==> src/rtl/gta_pkg.sv <==
`timescale 1ns / 1ps
// gta_pkg: shared types, codes and constants of the glyph addresser
// no dependencies

package gta_pkg;

	localparam int COORD_W    = 16;   // width of coordinate and area fields
	localparam int SIZE_BITS  = 6;    // width of the font size register
	localparam int BYTE_BITS  = 8;
	localparam int INDEX_BITS = 15;   // 190 * row + column fits here
	localparam int OFFS_BITS  = 22;
	localparam int GB_BITS    = 8;    // width of the byte count of one glyph bitmap

	// register indexes of the configuration port
	localparam logic [2:0] REG_ORIGIN_X    = 3'd0;
	localparam logic [2:0] REG_ORIGIN_Y    = 3'd1;
	localparam logic [2:0] REG_AREA_WIDTH  = 3'd2;
	localparam logic [2:0] REG_AREA_HEIGHT = 3'd3;
	localparam logic [2:0] REG_FONT_SIZE   = 3'd4;

	localparam logic [BYTE_BITS-1:0] CHAR_END     = 8'h00;
	localparam logic [BYTE_BITS-1:0] CHAR_NEWLINE = 8'd13;
	localparam logic [BYTE_BITS-1:0] LEAD_MIN     = 8'h81;
	localparam logic [BYTE_BITS-1:0] TRAIL_MIN    = 8'h40;
	localparam logic [BYTE_BITS-1:0] TRAIL_GAP    = 8'h7f;
	localparam logic [BYTE_BITS-1:0] TRAIL_HIGH   = 8'h41;
	localparam logic [BYTE_BITS-1:0] CODE_BAD     = 8'hff;
	localparam logic [INDEX_BITS-1:0] ROW_STRIDE  = 15'd190;

	typedef enum logic [1:0] {
		OP_RESTART = 2'd0,
		OP_ASCII   = 2'd1,
		OP_NEWLINE = 2'd2,
		OP_GLYPH   = 2'd3
	} op_t;

	typedef enum logic [1:0] {
		KIND_ASCII = 2'd0,
		KIND_GLYPH = 2'd1,
		KIND_BLANK = 2'd2,
		KIND_FULL  = 2'd3
	} kind_t;

	// one classified item between front and back
	typedef struct packed {
		op_t                   op;
		logic [BYTE_BITS-1:0]  code;
		logic                  glyph_ok;
		logic [INDEX_BITS-1:0] index;
	} item_t;

	typedef struct packed {
		logic [COORD_W-1:0]   origin_x;
		logic [COORD_W-1:0]   origin_y;
		logic [COORD_W-1:0]   area_width;
		logic [COORD_W-1:0]   area_height;
		logic [SIZE_BITS-1:0] font_size;
	} cfg_t;

	// cursor load on an origin write
	typedef struct packed {
		logic               load_x;
		logic               load_y;
		logic [COORD_W-1:0] value;
	} cur_load_t;

	function automatic logic size_supported(input logic [SIZE_BITS-1:0] size);
		return size inside {6'd12, 6'd16, 6'd24, 6'd32};
	endfunction

	// ceil(size / 8) * size for the sizes with a glyph table
	function automatic logic [GB_BITS-1:0] glyph_bytes(input logic [SIZE_BITS-1:0] size);
		logic [GB_BITS-1:0] gb;
		case (size)
			6'd12:   gb = 8'd24;
			6'd16:   gb = 8'd32;
			6'd24:   gb = 8'd72;
			6'd32:   gb = 8'd128;
			default: gb = 8'd0;
		endcase
		return gb;
	endfunction

endpackage

==> src/rtl/gbk_text_layout_glyph_addresser.sv <==
`timescale 1ns / 1ps
// gbk_text_layout_glyph_addresser: top level, configuration registers and wiring
// depends on gta_pkg, gta_front, gta_queue, gta_back
//
// channel   direction  handshake                     payload
// input     in         push / full                   text_byte
// result    out        empty / pop                   command_kind pos_x pos_y char_code font_offset
// config    in         cfg_wr (no wait)              cfg_index cfg_data
//
// one text byte is taken per cycle while the item queue has room; a result
// reaches the result ports through the item queue and the result register
// the back end places one item per cycle unless a waiting result is not popped:
// wrap test, bound test and the offset multiply all sit in a single step before the result register
// a result waiting on pop stalls the back end only; the front keeps taking
// bytes until the queue fills, then raises full
// reset clears the cursor to the origin, the queue, the lead byte state and
// the result register, and loads the registers with their reset values

module gbk_text_layout_glyph_addresser import gta_pkg::*; #(
	parameter int COORD_BITS  = 16,
	parameter int QUEUE_DEPTH = 2
) (
	input  logic                 clk,
	input  logic                 arst_n,
	// text bytes
	input  logic                 push,
	input  logic [BYTE_BITS-1:0] text_byte,
	output logic                 full,
	// results
	output logic                 empty,
	input  logic                 pop,
	output logic [1:0]           command_kind,
	output logic [COORD_W-1:0]   pos_x,
	output logic [COORD_W-1:0]   pos_y,
	output logic [BYTE_BITS-1:0] char_code,
	output logic [OFFS_BITS-1:0] font_offset,
	// configuration writes
	input  logic                 cfg_wr,
	input  logic [2:0]           cfg_index,
	input  logic [COORD_W-1:0]   cfg_data
);

	cfg_t      cfg_q;
	cur_load_t cur_load;
	logic      q_wr, q_rd, q_full, q_empty;
	item_t     q_wr_item, q_rd_item;
	kind_t     kind;

	// an origin write also moves the matching cursor coordinate
	assign cur_load.load_x = cfg_wr && (cfg_index == REG_ORIGIN_X);
	assign cur_load.load_y = cfg_wr && (cfg_index == REG_ORIGIN_Y);
	assign cur_load.value  = cfg_data;

	always_ff @(posedge clk or negedge arst_n) begin
		if (!arst_n) begin
			cfg_q.origin_x    <= '0;
			cfg_q.origin_y    <= '0;
			cfg_q.area_width  <= COORD_W'(240);
			cfg_q.area_height <= COORD_W'(240);
			cfg_q.font_size   <= SIZE_BITS'(16);
		end else if (cfg_wr) begin
			case (cfg_index)
				REG_ORIGIN_X:    cfg_q.origin_x    <= cfg_data;
				REG_ORIGIN_Y:    cfg_q.origin_y    <= cfg_data;
				REG_AREA_WIDTH:  cfg_q.area_width  <= cfg_data;
				REG_AREA_HEIGHT: cfg_q.area_height <= cfg_data;
				REG_FONT_SIZE:   cfg_q.font_size   <= cfg_data[SIZE_BITS-1:0];
				default: ;  // indexes past the list are dropped
			endcase
		end
	end

	// front: byte pairing and classification
	gta_front u_front (
		.clk       (clk),
		.arst_n    (arst_n),
		.push      (push),
		.text_byte (text_byte),
		.full      (full),
		.q_wr      (q_wr),
		.q_item    (q_wr_item),
		.q_full    (q_full)
	);

	// decoupling queue
	gta_queue #(
		.DEPTH (QUEUE_DEPTH)
	) u_queue (
		.clk     (clk),
		.arst_n  (arst_n),
		.wr_en   (q_wr),
		.wr_item (q_wr_item),
		.full    (q_full),
		.rd_en   (q_rd),
		.rd_item (q_rd_item),
		.empty   (q_empty)
	);

	// back: cursor, window tests, glyph offset, result register
	gta_back #(
		.COORD_BITS (COORD_BITS)
	) u_back (
		.clk          (clk),
		.arst_n       (arst_n),
		.cfg          (cfg_q),
		.cur_load     (cur_load),
		.q_empty      (q_empty),
		.q_item       (q_rd_item),
		.q_rd         (q_rd),
		.pop          (pop),
		.empty        (empty),
		.command_kind (kind),
		.pos_x        (pos_x),
		.pos_y        (pos_y),
		.char_code    (char_code),
		.font_offset  (font_offset)
	);

	assign command_kind = kind;

endmodule

==> src/rtl/gta_queue.sv <==
`timescale 1ns / 1ps
// gta_queue: small register queue of classified items between front and back
// depends on gta_pkg

module gta_queue import gta_pkg::*; #(
	parameter int DEPTH = 2
) (
	input  logic  clk,
	input  logic  arst_n,
	input  logic  wr_en,
	input  item_t wr_item,
	output logic  full,
	input  logic  rd_en,
	output item_t rd_item,
	output logic  empty
);

	localparam int PTR_BITS = (DEPTH > 1) ? $clog2(DEPTH) : 1;
	localparam int CNT_BITS = $clog2(DEPTH + 1);

	item_t               slot_q [DEPTH];
	logic [PTR_BITS-1:0] wr_ptr_q, rd_ptr_q;
	logic [CNT_BITS-1:0] count_q;

	function automatic logic [PTR_BITS-1:0] next_ptr(input logic [PTR_BITS-1:0] p);
		return (p == PTR_BITS'(DEPTH - 1)) ? '0 : p + 1'b1;
	endfunction

	assign full    = (count_q == CNT_BITS'(DEPTH));
	assign empty   = (count_q == '0);
	assign rd_item = slot_q[rd_ptr_q];

	always_ff @(posedge clk or negedge arst_n) begin
		if (!arst_n) begin
			wr_ptr_q <= '0;
			rd_ptr_q <= '0;
			count_q  <= '0;
		end else begin
			if (wr_en) wr_ptr_q <= next_ptr(wr_ptr_q);
			if (rd_en) rd_ptr_q <= next_ptr(rd_ptr_q);
			if (wr_en && !rd_en) count_q <= count_q + 1'b1;
			else if (rd_en && !wr_en) count_q <= count_q - 1'b1;
		end
	end

	always_ff @(posedge clk) begin
		if (wr_en) slot_q[wr_ptr_q] <= wr_item;
	end

endmodule

==> src/rtl/gta_front.sv <==
`timescale 1ns / 1ps
// gta_front: takes text bytes, pairs gbk lead and trail bytes, classifies items
// depends on gta_pkg

module gta_front import gta_pkg::*; (
	input  logic                 clk,
	input  logic                 arst_n,
	input  logic                 push,
	input  logic [BYTE_BITS-1:0] text_byte,
	output logic                 full,
	output logic                 q_wr,
	output item_t                q_item,
	input  logic                 q_full
);

	logic                 lead_pending_q;
	logic [BYTE_BITS-1:0] lead_byte_q;
	logic                 accept;
	logic [BYTE_BITS-1:0] col, row;

	assign full   = q_full;
	assign accept = push && !q_full;

	// trail bytes below 0x7f start at column 0, above skip the gap at 0x7f
	assign col = (text_byte < TRAIL_GAP) ? text_byte - TRAIL_MIN : text_byte - TRAIL_HIGH;
	assign row = lead_byte_q - LEAD_MIN;

	always_comb begin
		q_wr            = 1'b0;
		q_item.op       = OP_ASCII;
		q_item.code     = text_byte;
		q_item.glyph_ok = !(text_byte < TRAIL_MIN || text_byte == CODE_BAD
			|| lead_byte_q == CODE_BAD);
		q_item.index    = ROW_STRIDE * INDEX_BITS'(row) + INDEX_BITS'(col);
		if (text_byte == CHAR_END) begin
			q_item.op = OP_RESTART;
			q_wr      = accept;
		end else if (lead_pending_q) begin
			q_item.op = OP_GLYPH;
			q_wr      = accept;
		end else if (text_byte >= LEAD_MIN) begin
			q_wr = 1'b0;
		end else if (text_byte == CHAR_NEWLINE) begin
			q_item.op = OP_NEWLINE;
			q_wr      = accept;
		end else begin
			q_wr = accept;
		end
	end

	always_ff @(posedge clk or negedge arst_n) begin
		if (!arst_n) begin
			lead_pending_q <= 1'b0;
		end else if (accept) begin
			if (text_byte == CHAR_END || lead_pending_q) lead_pending_q <= 1'b0;
			else if (text_byte >= LEAD_MIN) lead_pending_q <= 1'b1;
		end
	end

	always_ff @(posedge clk) begin
		if (accept && !lead_pending_q) lead_byte_q <= text_byte;
	end

endmodule

==> src/rtl/gta_back.sv <==
`timescale 1ns / 1ps
// gta_back: cursor, wrap and bound tests, font offset and the result register
// depends on gta_pkg

module gta_back import gta_pkg::*; #(
	parameter int COORD_BITS = 16
) (
	input  logic                 clk,
	input  logic                 arst_n,
	input  cfg_t                 cfg,
	input  cur_load_t            cur_load,
	input  logic                 q_empty,
	input  item_t                q_item,
	output logic                 q_rd,
	input  logic                 pop,
	output logic                 empty,
	output kind_t                command_kind,
	output logic [COORD_W-1:0]   pos_x,
	output logic [COORD_W-1:0]   pos_y,
	output logic [BYTE_BITS-1:0] char_code,
	output logic [OFFS_BITS-1:0] font_offset
);

	localparam int LIM_BITS = COORD_W + 2;
	localparam int PROD_BITS = INDEX_BITS + GB_BITS;

	logic [COORD_BITS-1:0] cx_q, cy_q;
	logic                  stopped_q, out_valid_q;

	logic [COORD_BITS-1:0] ox, oy, cx1, cy1, cx_nxt, cy_nxt;
	logic [SIZE_BITS-1:0]  fs, half, step;
	logic [LIM_BITS-1:0]   lim_x, lim_y;
	logic                  go, wrap, area_full, emit, stop_nxt;
	kind_t                 kind;
	logic [PROD_BITS-1:0]  prod;

	assign ox   = cfg.origin_x[COORD_BITS-1:0];
	assign oy   = cfg.origin_y[COORD_BITS-1:0];
	assign fs   = cfg.font_size;
	assign half = fs >> 1;
	assign step = (q_item.op == OP_GLYPH) ? fs : half;

	assign go   = !q_empty && (!out_valid_q || pop);
	assign q_rd = go;

	// x + step > left + width, all unsigned with headroom
	assign lim_x = LIM_BITS'(ox) + LIM_BITS'(cfg.area_width);
	assign wrap  = (LIM_BITS'(cx_q) + LIM_BITS'(step)) > lim_x;
	assign cx1   = wrap ? ox : cx_q;
	assign cy1   = wrap ? cy_q + COORD_BITS'(fs) : cy_q;
	assign lim_y = LIM_BITS'(oy) + LIM_BITS'(cfg.area_height);
	assign area_full = (LIM_BITS'(cy1) + LIM_BITS'(fs)) > lim_y;

	assign prod = PROD_BITS'(q_item.index) * PROD_BITS'(glyph_bytes(fs));

	always_comb begin
		cx_nxt   = cx_q;
		cy_nxt   = cy_q;
		stop_nxt = stopped_q;
		emit     = 1'b0;
		kind     = KIND_ASCII;
		case (q_item.op)
			OP_RESTART: begin
				cx_nxt   = ox;
				cy_nxt   = oy;
				stop_nxt = 1'b0;
			end
			OP_ASCII, OP_NEWLINE, OP_GLYPH: begin
				if (!stopped_q) begin
					cx_nxt = cx1;
					cy_nxt = cy1;
					if (area_full) begin
						stop_nxt = 1'b1;
						emit     = 1'b1;
						kind     = KIND_FULL;
					end else if (q_item.op == OP_NEWLINE) begin
						cy_nxt = cy1 + COORD_BITS'(fs);
						cx_nxt = ox + COORD_BITS'(half);
					end else if (q_item.op == OP_GLYPH) begin
						cx_nxt = cx1 + COORD_BITS'(fs);
						emit   = size_supported(fs);
						kind   = q_item.glyph_ok ? KIND_GLYPH : KIND_BLANK;
					end else begin
						cx_nxt = cx1 + COORD_BITS'(half);
						emit   = 1'b1;
					end
				end
			end
			default: ;
		endcase
	end

	always_ff @(posedge clk or negedge arst_n) begin
		if (!arst_n) begin
			cx_q        <= '0;
			cy_q        <= '0;
			stopped_q   <= 1'b0;
			out_valid_q <= 1'b0;
		end else begin
			if (cur_load.load_x || cur_load.load_y) begin
				if (cur_load.load_x) cx_q <= cur_load.value[COORD_BITS-1:0];
				if (cur_load.load_y) cy_q <= cur_load.value[COORD_BITS-1:0];
			end else if (go) begin
				cx_q      <= cx_nxt;
				cy_q      <= cy_nxt;
				stopped_q <= stop_nxt;
			end
			if (go && emit) out_valid_q <= 1'b1;
			else if (pop) out_valid_q <= 1'b0;
		end
	end

	always_ff @(posedge clk) begin
		if (go && emit) begin
			command_kind <= kind;
			pos_x        <= COORD_W'(cx1);
			pos_y        <= COORD_W'(cy1);
			char_code    <= (kind == KIND_ASCII) ? q_item.code : '0;
			font_offset  <= (kind == KIND_GLYPH) ? prod[OFFS_BITS-1:0] : '0;
		end
	end

	assign empty = !out_valid_q;

endmodule

==> config.mk <==
export PLATFORM = sky130hd
export DESIGN_NAME = gbk_text_layout_glyph_addresser
export DESIGN_NICKNAME = d
export VERILOG_FILES = /design/src/rtl/gta_pkg.sv /design/src/rtl/gbk_text_layout_glyph_addresser.sv /design/src/rtl/gta_queue.sv /design/src/rtl/gta_front.sv /design/src/rtl/gta_back.sv
export SDC_FILE = /design/constraint.sdc
export NUM_CORES = 1
export LEC_CHECK = 0
export CORE_ASPECT_RATIO = 1.5
export CORE_MARGIN = 10
export CORE_UTILIZATION = 30
export CTS_CLUSTER_SIZE = 12
export DETAILED_ROUTE_END_ITERATION = 7
export DONT_BUFFER_PORTS = 1
export GPL_ROUTABILITY_DRIVEN = 0
export PLACE_DENSITY_LB_ADDON = 0.25
export SETUP_SLACK_MARGIN = 0.5
export SYNTH_ARGS = -nofsm -noshare
export SYNTH_HDL_FRONTEND = slang
export SYNTH_SLANG_ARGS = --single-unit
==> constraint.sdc <==
create_clock -name clk -period 50 [get_ports clk]
set_input_delay 5 -clock clk [delete_from_list [all_inputs] [get_ports clk]]
set_output_delay 5 -clock clk [all_outputs]
set_load 0.01 [all_outputs]
==> results of run 1 <==
worst paths after layout:
path | start | to | slack [ns] | cells past startpoint
max | u_queue.rd_ptr_q$_DFFE_PN0P_ | u_back.cy_q[1]$_DFFE_PN0P_ | 39.10 | 41
min | cfg_q[44]$_DFFE_PN0P_ | cfg_q[44]$_DFFE_PN0P_ | 0.51 | 2
max reg2reg | u_queue.rd_ptr_q$_DFFE_PN0P_ | u_back.cy_q[1]$_DFFE_PN0P_ | 39.10 | 41
min reg2reg | cfg_q[44]$_DFFE_PN0P_ | cfg_q[44]$_DFFE_PN0P_ | 0.51 | 2
max in group asynchronous | arst_n | cfg_q[13]$_DFFE_PN1P_ | 45.59 | 0
min in group asynchronous | arst_n | cfg_q[31]$_DFFE_PN0P_ | 4.12 | 0
tightest hold or removal path, stage by stage (launching register included):
cell and delay [ns]:
dfrtp_1 0.36, nand2_1 0.06, nand2_1 0.06
kinds of logic (layout without fill, tap and decap cells):
logic type / after synthesis / in the layout
buffers and inverters: 211 / 218
and+or+nand+nor: 596 / 596
adders and majority gates: 265 / 265
DFF: 230 / 230
muxes: 95 / 95
xor gates and xnor gates: 143 / 143
AOI/OAI and AO/OA: 371 / 371
other: 1 / 3
routing by layer:
metal	vias to the layer above	share of wire
met5	-	0
met4	0	0.039
met1	6867	0.37
met3	93	0.040
li1	6695	-
met2	269	0.55
cell usage in the layout (no fill, tap or decap), types with 5 or more instances in the layout:
master     synthesis  final
o21ai_1            7      6
nand2_1          252    252
ha_1             198    198
o21bai_1          14     14
nand4_1           17     17
xor2_1            56     56
a221oi_1           5      5
o21a_1            10     10
nand3_1           61     61
or3_1              8      8
nand2b_1          10      9
clkbuf_16          0     28
a21oi_1          119    119
o31ai_1            8      8
xnor2_1           85     85
o21ai_0           78     77
nor3b_1            5      5
fa_1              67     67
and3_1            18     18
o221ai_1           5      5
edfxtp_1         121    121
o211ai_1           5      5
dfstp_2            9      9
or2_2              9      9
a21o_1            34     34
dfrtp_1          100     99
nor2b_1           14     14
buf_4              4     22
mux2_2            59     59
nor2_1           138    136
clkbuf_1          54      6
nor4_1             5      5
inv_1            144    144
o22ai_1            9      9
clkbuf_8           0      5
nor3_1            32     31
a31oi_1           12     11
and2_1            14     14
mux2i_1           34     34
a211oi_1          17     17
registers in the layout, summed over array words and instances, names as in the netlist:
register	count
u_back.pos_y	16
u_back.command_kind	2
u_back.stopped_q	1
u_back.font_offset	19
u_back.cy_q	16
u_queue.wr_ptr_q	1
u_back.cx_q	16
u_back.out_valid_q	1
cfg_q	70
u_queue.slot_q	52
u_queue.rd_ptr_q	1
u_front.lead_pending_q	1
u_back.char_code	8
u_queue.count_q	2
u_back.pos_x	16
u_front.lead_byte_q	8
cell type report:
class	count	area, um^2	area share
timing repair buffer	22	165	0.00816
clock buffer	39	792	0.0391
multi-input combinational	1473	11300	0.557
tap	791	990	0.0489
clock inverter	13	113	0.00556
inverter	144	541	0.0267
sequential	230	6370	0.315
through the flow:
step,hold slack [ns],worst slack (ns),util,area [um^2]
detailed placement,0.498,39.13,0.317,19300
finish,0.510,39.10,0.332,20200
CTS,0.512,39.06,0.332,20200
global placement,0.484,39.27,0.317,19300
global route,0.530,38.12,0.332,20200
floorplan,0.460,31.80,-,18400
==> metrics.md, run 1 <==
| Metric | Value |
|---|---|
| Status | complete, no violations |
| Crit path DAT | 11.40 ns |
| Largest net degree at the start of global routing | 110 |
| Final Hold Fails | 0 |
| First-pass GRT wire length | 83300 um |
| Post-synth EDFFs | 121 |
| Nets | 2196 |
| Detail Route Antenna Nets | 0 |
| Initial antenna violation count | 0 |
| Post-CTS sizing | 0 |
| Average cell area after synthesis | 9.61 um^2 |
| Slew Limit Fails | 0 |
| Final min period | 10.90 ns |
| Non-Filler Instances | 2712 |
| CP max FO | 45 |
| Synth top area cells | edfxtp_1 20%, dfrtp_1 14%, ha_1 13%, fa_1 7.3%, nand2_1 5.1% |
| Dpl cells | 2660 |
| Post-DP HPWL | 41400 um |
| Met1 Use GR | 0.152 |
| CTS Hold Bufs | 0 |
| Worst Max-Slew Pin Slew | 0.976 ns |
| Post-route clock period utilization | 0.218 |
| Synth Area in Compound Gates | 0.130 |
| Met2 Resource Use GR | 0.284 |
| Routed WL per cell | 19.7 um |
| DRT Wirelength | 53400 um |
| Die height | 323 um |
| Largest family of logic cells by synthesized area | adder cells |
| Starting Density | 0.301 |
| Busiest layer in global routing | met2 |
| Clk_lat worst skew | 0.58 ns |
| Clk_skew | 0.0215 ns |
| Mean number of vias per cell | 5.13 |
| Fill count | 6222 |
| Worst path slowest cell | o21ai_0 |
| Buffers on Ports | 0 |
| Yosys Warn Count | 0 |
| Die area | 0.0718 mm^2 |
| GRT overflow | 0 |
| Netlist Area Pre-Place | 0.0184 mm^2 |
| Post-synth top area share | 0.198 |
| Post-synthesis mux area share | 0.0559 |
| Number of global-route vias before repair | 14400 |
| Initial DRC Count | 771 |
| DRC viols | 0 |
| Fraction of registers with async set/reset | 0.474 |
| Synth Area in XOR/XNOR | 0.0696 |
| WP buf/inv | 4 |
| WP data required | 50.50 ns |
| Adder-cell share of the synthesized area | 0.208 |
| Vias | 13900 |
| Site Rows | 111 |
| Share of cells above drive strength 1 | 0.0890 |
| Critical Path Start Type | flop |
| Netlist cell types | 79 |
| # Post-CTS Setup Buffers | 0 |
| Post-synth top cells | 252 x nand2_1, 198 x ha_1, 144 x inv_1 |
| Maximum buffer depth of the clock tree | 3 |
| Met3 usage | 0.0211 |
| CTS sink count | 230 |
| Hold WC Path Type | reg -> reg |
| CTS clk-pin slew, worst paths | 0.06 ns |
| Clk root buf | clkbuf_16 |
| CP Class | reg -> reg |
| Die X | 222 um |
| Total of max-cap violations | 0 |
| # setup viols final | 0 |
| Synth Instances | 1912 |
| Top delay family on crit path | compound AO/OA/AOI/OAI gates |
| Commonest register cell after synthesis | edfxtp_1 |
| Pre-Repair DR Iteration Count | 5 |
| I/O pin count | 98 |
| Layout area overhead | 10.1% |
| RSZ-0062 raised after global routing | false |
| Slew margin rel. | 0.347 |
| FF+latch count, synth | 230 |
| CTS Buf Count | 28 |
| Crit path largest cell delay | 0.64 ns |
| CTS tree | yes |
| Setup crit end kind | flop |
| Core ar. | 0.0610 mm^2 |
| Setup_tns | 0 ns |
| Htree depth | 1 |
| Total track usage | 0.146 |
| Most common cell in the netlist | nand2_1 |
| Most common cell on crit path | a21oi_1 |
| Sequential cell area fraction in the yosys report | 0.347 |
| Synth Area in Simple Gates | 0.146 |
| Largest area contributor in the netlist | edfxtp_1 |
| Diodes inserted | 0 |
| Achievable frequency | 0.0917 GHz |
Power of run 1 is not shown: default switching activity piles up to over one toggle a cycle in this logic, so the estimate is an artifact.
==> run 2: changes to the inputs <==
==> constraint.sdc (replaced) <==
create_clock -name clk -period 9 [get_ports clk]
set_input_delay 0.9 -clock clk [delete_from_list [all_inputs] [get_ports clk]]
set_output_delay 0.9 -clock clk [all_outputs]
set_load 0.01 [all_outputs]
==> run 2 against run 1 <==
Routed wire length up 5.4%; global-route usage is 0.37 points higher; setup slack got worse by 38 ns; critical path depth increased by 1; design area grew 4.8%; worst hold slack lost 0.35 ns; critical path type unchanged; largest cell class unchanged.
==> metrics.md, run 2 (synthesis results as in run 1) <==
| Metric | Value |
|---|---|
| Status | complete, no violations |
| I/O pin count | 98 (unchanged) |
| Die area | 0.0718 mm^2 (unchanged) |
| WP buf/inv | 7 (+3) |
| Slew margin rel. | 0.344 (-0.00334) |
| CTS clk-pin slew, worst paths | 0.06 ns (about the same) |
| Vias | 14200 (+1.8%) |
| Detail Route Antenna Nets | 0 (unchanged) |
| Largest Register | cfg_q |
| Largest net degree at the start of global routing | 48 (-56%) |
| Post-route clock period utilization | 0.924 (+0.706) |
| Registers with the most flip-flops | cfg_q (70), u_queue.slot_q (52), u_back.font_offset (19) |
| Critical Path Start Type | flop |
| Hold WC Path Type | in -> async |
| Nets | 2246 (+2.3%) |
| Mean number of vias per cell | 5.13 (about the same) |
| Core ar. | 0.0610 mm^2 (unchanged) |
| Die height | 323 um (unchanged) |
| Worst r2r src | u_queue.slot_q[0][24]$_DFFE_PP_ |
| Critical Path Start | u_queue.slot_q[0][24]$_DFFE_PP_ |
| Buffers on Ports | 0 (unchanged) |
| Site Rows | 111 (unchanged) |
| Initial DRC Count | 708 (-8.2%) |
| GRT overflow | 0 (unchanged) |
| Clk_lat worst skew | 0.57 ns (about the same) |
| Htree depth | 1 (unchanged) |
| Stages on the worst setup path | 42 (+2.4%) |
| CTS tree | yes |
| CTS Buf Count | 27 (-3.6%) |
| Max FFs per register | 70 (unchanged) |
| Routed WL per cell | 20.4 um (+3.5%) |
| R2R setup slack | 0.69 ns (-38.41 ns) |
| Most common cell after layout, fill and taps aside | nand2_1 |
| Worst path slowest cell | mux2_2 |
| Post-DP HPWL | 42100 um (+1.8%) |
| Final min period | 8.31 ns (-2.59 ns) |
| Total of max-cap violations | 0 (unchanged) |
| Diodes inserted | 0 (unchanged) |
| Initial antenna violation count | 0 (unchanged) |
| CTS sink count | 230 (unchanged) |
| # setup viols final | 0 (unchanged) |
| DRT Wirelength | 56200 um (+5.4%) |
| Crit path largest cell delay | 0.38 ns (-0.26 ns) |
| Total track usage | 0.149 (+0.00366) |
| Most common cell on crit path | nor2_2 |
| Final Hold Fails | 0 (unchanged) |
| Slew Limit Fails | 0 (unchanged) |
| Setup crit end kind | flop |
| First-pass GRT wire length | 84600 um (+1.6%) |
| CP max FO | 10 (-78%) |
| Top delay family on crit path | compound AO/OA/AOI/OAI gates |
| Clk_skew | 0.0102 ns (-0.0113 ns) |
| RSZ-0062 raised after global routing | true |
| Maximum buffer depth of the clock tree | 3 (unchanged) |
| Highest-count cells in the layout ignoring fill and taps | 248 x nand2_1, 191 x ha_1, 142 x inv_1 |
| Worst Max-Slew Pin Slew | 0.984 ns (+0.00775 ns) |
| WP data required | 9.29 ns (-41.21 ns) |
| CP Class | reg -> reg |
| Die X | 222 um (unchanged) |
| Layout area overhead | 15.3% |
| Number of global-route vias before repair | 14600 (+1.1%) |
| Clk root buf | clkbuf_16 |
| Setup_tns | 0 ns (unchanged) |
| Achievable frequency | 0.120 GHz (+31%) |
| R2r worst-path depth | 42 (+2.4%) |
| Crit path DAT | 8.60 ns (-2.80 ns) |
| Share of cells above drive strength 1 | 0.139 (+0.0501) |
| Pre-Repair DR Iteration Count | 7 (+2) |
| DRC viols | 0 (unchanged) |
| Starting Density | 0.301 (unchanged) |
==> run 2: stage by stage <==
| stage | setup slack (ns) | hold slack (ns) | instance area, um^2 | instances | util |
|---|---|---|---|---|---|
| floorplan | -0.372 | 0.460 | 18600 | 1914 | - |
| global placement | 0.342 | 0.486 | 19600 | 2673 | 0.321 |
| detailed placement | 0.215 | 0.489 | 19600 | 2673 | 0.321 |
| CTS | 0.508 | 0.132 | 20600 | 2733 | 0.338 |
| global route | 0.335 | 0.149 | 21200 | 2761 | 0.348 |
| finish | 0.685 | 0.157 | 21200 | 2761 | 0.348 |
==> run 2: repair_timing <==
action | 4_1_cts | 5_1_grt
pin swaps | 1 | 40
gates resized for setup | 7 | 69
buffers inserted | 5 | 21
endpoints found under the hold margin | 15 | 0
hold buffers | 5 | 0
cloned | 0 | 7
setup endpoints to repair | 115 | 123
==> run 2: worst paths after layout <==
kind / end
min in group clk: u_back.out_valid_q$_DFFE_PN0P_
hold reg to reg: u_queue.count_q[1]$_DFFE_PN0P_
setup / recovery: u_back.font_offset[5]$_SDFFCE_PP0P_
setup reg to reg: u_back.font_offset[5]$_SDFFCE_PP0P_
max in group asynchronous: cfg_q[58]$_DFFE_PN0P_
hold / removal: u_back.cx_q[2]$_DFFE_PN0P_
==> run 2: routing by layer <==
| layer | up-vias | global-route usage | share of wire |
|---|---|---|---|
| met4 | 0 | 0.0792 | 0.055 |
| met2 | 292 | 0.282 | 0.54 |
| met5 | - | 0 | 0 |
| li1 | 6781 | - | - |
| met3 | 122 | 0.0237 | 0.046 |
| met1 | 6973 | 0.156 | 0.36 |
==> run 2: final cells by class <==
cell class,count,area [um^2]
fill,6145,39800
clock inverter,14,105
sequential,230,6370
inverter,144,541
multi-input combinational,1473,11700
clock buffer,36,749
timing repair buffer,73,743
tap,791,990
==> run 2: worst register-to-register path: cells and delay by family, from the launching register on <==
| family | cells | cell delay, ns |
|---|---|---|
| xor+xnor | 2 | 0.34 |
| compound gates | 14 | 2.82 |
| buf+inv | 7 | 0.88 |
| mux | 2 | 0.62 |
| flops | 1 | 0.37 |
| fa+ha+maj | 5 | 1.36 |
| simple gates | 12 | 1.66 |
Power of run 2 is left out for the same reason.
==> run 3: changes to the inputs <==
--- a/config.mk
+++ b/config.mk
@@ -5,7 +5,8 @@
 export SDC_FILE = /design/constraint.sdc
 export NUM_CORES = 1
 export LEC_CHECK = 0
-export CORE_ASPECT_RATIO = 1.5
+export CELL_PAD_IN_SITES_DETAIL_PLACEMENT = 1
+export CELL_PAD_IN_SITES_GLOBAL_PLACEMENT = 1
 export CORE_MARGIN = 10
 export CORE_UTILIZATION = 30
 export CTS_CLUSTER_SIZE = 12
==> run 3 against run 2 <==
Sequential share of layout area shrank 0.087 points; design area grew 0.29%; sequential cell count is the same; cell count is essentially flat; critical path depth is the same; setup slack gained 0.16 ns; die area shrank 0.28%; clock-buffer cell count shrank 3; largest cell class unchanged; highest routed layer unchanged.
==> metrics.md, run 3 (synthesis results as in run 1) <==
| Metric | Value |
|---|---|
| Crit path largest cell delay | 0.44 ns (+0.06 ns) |
| Final min period | 8.15 ns (-0.160 ns) |
| Final setup margin | 0.845 ns (+0.160 ns) |
| WP data required | 9.53 ns (+0.24 ns) |
| Largest net degree at the start of global routing | 101 (+110%) |
| Most common cell after layout, fill and taps aside | nand2_1 |
| Crit path DAT | 8.69 ns (+0.09 ns) |
| Initial DRC Count | 691 (-2.4%) |
| Achievable frequency | 0.123 GHz (+2.0%) |
| Share of cells above drive strength 1 | 0.144 (+0.00507) |
| Slew margin rel. | 0.351 (+0.00658) |
| Setup crit end kind | flop |
| Worst r2r src | u_queue.rd_ptr_q$_DFFE_PN0P_ |
| Post-route clock period utilization | 0.906 (-0.0178) |
| Detail Route Antenna Nets | 0 (unchanged) |
| Worst path slowest cell | dfrtp_2 |
| First-pass GRT wire length | 88200 um (+4.3%) |
| Maximum buffer depth of the clock tree | 3 (unchanged) |
| R2R setup slack | 0.85 ns (+0.16 ns) |
| Met3 usage | 0.0204 (-0.00331) |
| Site Rows | 90 (-19%) |
| Total track usage | 0.156 (+0.00660) |
| Fill count | 6804 (+11%) |
| Highest-count cells in the layout ignoring fill and taps | 247 x nand2_1, 193 x ha_1, 142 x inv_1 |
| Die height | 268 um (-17%) |
| Busiest layer in global routing | met2 |
| CTS tree | yes |
| CTS Buf Count | 30 (+11%) |
| CTS clk-pin slew, worst paths | 0.06 ns (about the same) |
| Clk root buf | clkbuf_16 |
| Largest Register | cfg_q |
| Max FFs per register | 70 (unchanged) |
| Layout area overhead | 15.7% |
| DRT Wirelength | 57300 um (+1.8%) |
| Total of max-cap violations | 0 (unchanged) |
| Htree depth | 1 (unchanged) |
| Core ar. | 0.0605 mm^2 (-0.82%) |
| RSZ-0062 raised after global routing | false |
| Met2 Resource Use GR | 0.292 (+0.00997) |
| CP Class | reg -> reg |
| CP max FO | 6 (-4) |
| # setup viols final | 0 (unchanged) |
| Slew Limit Fails | 0 (unchanged) |
| Number of global-route vias before repair | 15200 (+3.9%) |
| Met1 Use GR | 0.185 (+0.0291) |
| Hold WC Path Type | in -> async |
| Post-DP HPWL | 42800 um (+1.6%) |
| Nets | 2250 (+0.18%) |
| DRC viols | 0 (unchanged) |
| Status | complete, no violations |
| Clk_lat worst skew | 0.62 ns (+0.05 ns) |
| Initial antenna violation count | 0 (unchanged) |
| Die X | 268 um (+20%) |
| Critical Path Start Type | flop |
| Mean number of vias per cell | 5.15 (+0.28%) |
| Registers with the most flip-flops | cfg_q (70), u_queue.slot_q (52), u_back.font_offset (19) |
| Starting Density | 0.304 (+0.00249) |
| Buffers on Ports | 0 (unchanged) |
| I/O pin count | 98 (unchanged) |
| Die area | 0.0716 mm^2 (-0.28%) |
| CTS sink count | 230 (unchanged) |
| GRT overflow | 0 (unchanged) |
| Place WS | -0.0622 ns (-0.278 ns) |
| Worst R2R End | u_back.cx_q[4]$_DFFE_PN0P_ |
| Vias | 14200 (+0.20%) |
| Pre-Repair DR Iteration Count | 4 (-3) |
| Final Hold Fails | 0 (unchanged) |
| Diodes inserted | 0 (unchanged) |
| Routed WL per cell | 20.8 um (+1.9%) |
| Worst Max-Slew Pin Slew | 0.972 ns (-0.0122 ns) |
| R2r worst-path depth | 42 (unchanged) |
| Clk_skew | 0.0376 ns (+0.0274 ns) |
[run 3: cell types whose count changed in the layout (fill, tap and decap cells not counted), sizes merged]
cell         change
buf              +4
clkbuf           -3
clkinv           +9
clkinvlp         +2
dlygate4sd3      -3
inv              -2
[run 3: worst max-delay path, delay by kind of cell, from the launching register on]
| family | cells | cell delay [ns] |
|---|---|---|
| buffers and inverters | 5 | 0.69 |
| flip-flops | 1 | 0.44 |
| XOR/XNOR | 1 | 0.18 |
| AO/OA/AOI/OAI | 13 | 2.32 |
| multiplexers | 2 | 0.65 |
| adder cells (fa/ha/maj) | 5 | 1.53 |
| AND/OR/NAND/NOR | 16 | 2.25 |
[run 3: worst max path at each step]
stage | start | to | slack (ns) | cells past startpoint
after floorplan | u_queue.rd_ptr_q$_DFFE_PN0P_ | u_back.char_code[0]$_SDFFCE_PP0P_ | -0.37 | 43
after global placement | u_queue.slot_q[0][25]$_DFFE_PP_ | u_back.cy_q[1]$_DFFE_PN0P_ | 0.19 | 41
after detailed placement | u_queue.slot_q[0][25]$_DFFE_PP_ | u_back.cy_q[1]$_DFFE_PN0P_ | -0.06 | 40
after CTS | u_queue.slot_q[0][24]$_DFFE_PP_ | u_back.cy_q[1]$_DFFE_PN0P_ | 0.50 | 42
after global routing | u_queue.rd_ptr_q$_DFFE_PN0P_ | u_back.char_code[5]$_SDFFCE_PP0P_ | 0.40 | 44
final | u_queue.rd_ptr_q$_DFFE_PN0P_ | u_back.cx_q[4]$_DFFE_PN0P_ | 0.85 | 42
[run 3: final cells by class]
| class | count | area [um^2] | area share |
|---|---|---|---|
| Multi-Input combinational cell | 1473 | 11700 | 0.550 |
| Sequential cell | 230 | 6370 | 0.300 |
| Tap cell | 782 | 978 | 0.0460 |
| Clock buffer | 33 | 772 | 0.0363 |
| Timing Repair Buffer | 74 | 719 | 0.0338 |
| Inverter | 144 | 541 | 0.0254 |
| Clock inverter | 23 | 174 | 0.00818 |
[run 3: per-layer routing]
metal  share of wire  wire, um  vias up
li1                -         -     6809
met2            0.53     30200      168
met4           0.022      1230        0
met1            0.42     24000     7157
met5               0         0        -
met3           0.031      1800       63
[run 3: stage by stage]
| step | instance area, um^2 | util | hold slack (ns) | TNS (ns) | cells |
|---|---|---|---|---|---|
| after global placement | 19600 | 0.324 | 0.483 | 0 | 2668 |
| after CTS | 20700 | 0.343 | 0.101 | 0 | 2732 |
| after global routing | 21300 | 0.352 | 0.102 | 0 | 2759 |
| after floorplan | 18600 | - | 0.460 | -22.97 | 1914 |
| final | 21300 | 0.352 | 0.137 | 0 | 2759 |
| after detailed placement | 19600 | 0.324 | 0.492 | -0.0622 | 2668 |
[run 3: what timing repair did]
item | 4_1_cts | 5_1_grt
setup endpoints to repair | 121 | 124
hold buffers | 1 | 0
gates cloned | 0 | 4
hold endpoints to repair | 100 | 0
pin swaps | 5 | 42
gates resized for setup | 22 | 67
setup buffers | 7 | 23
Power of run 3 is left out for the same reason.
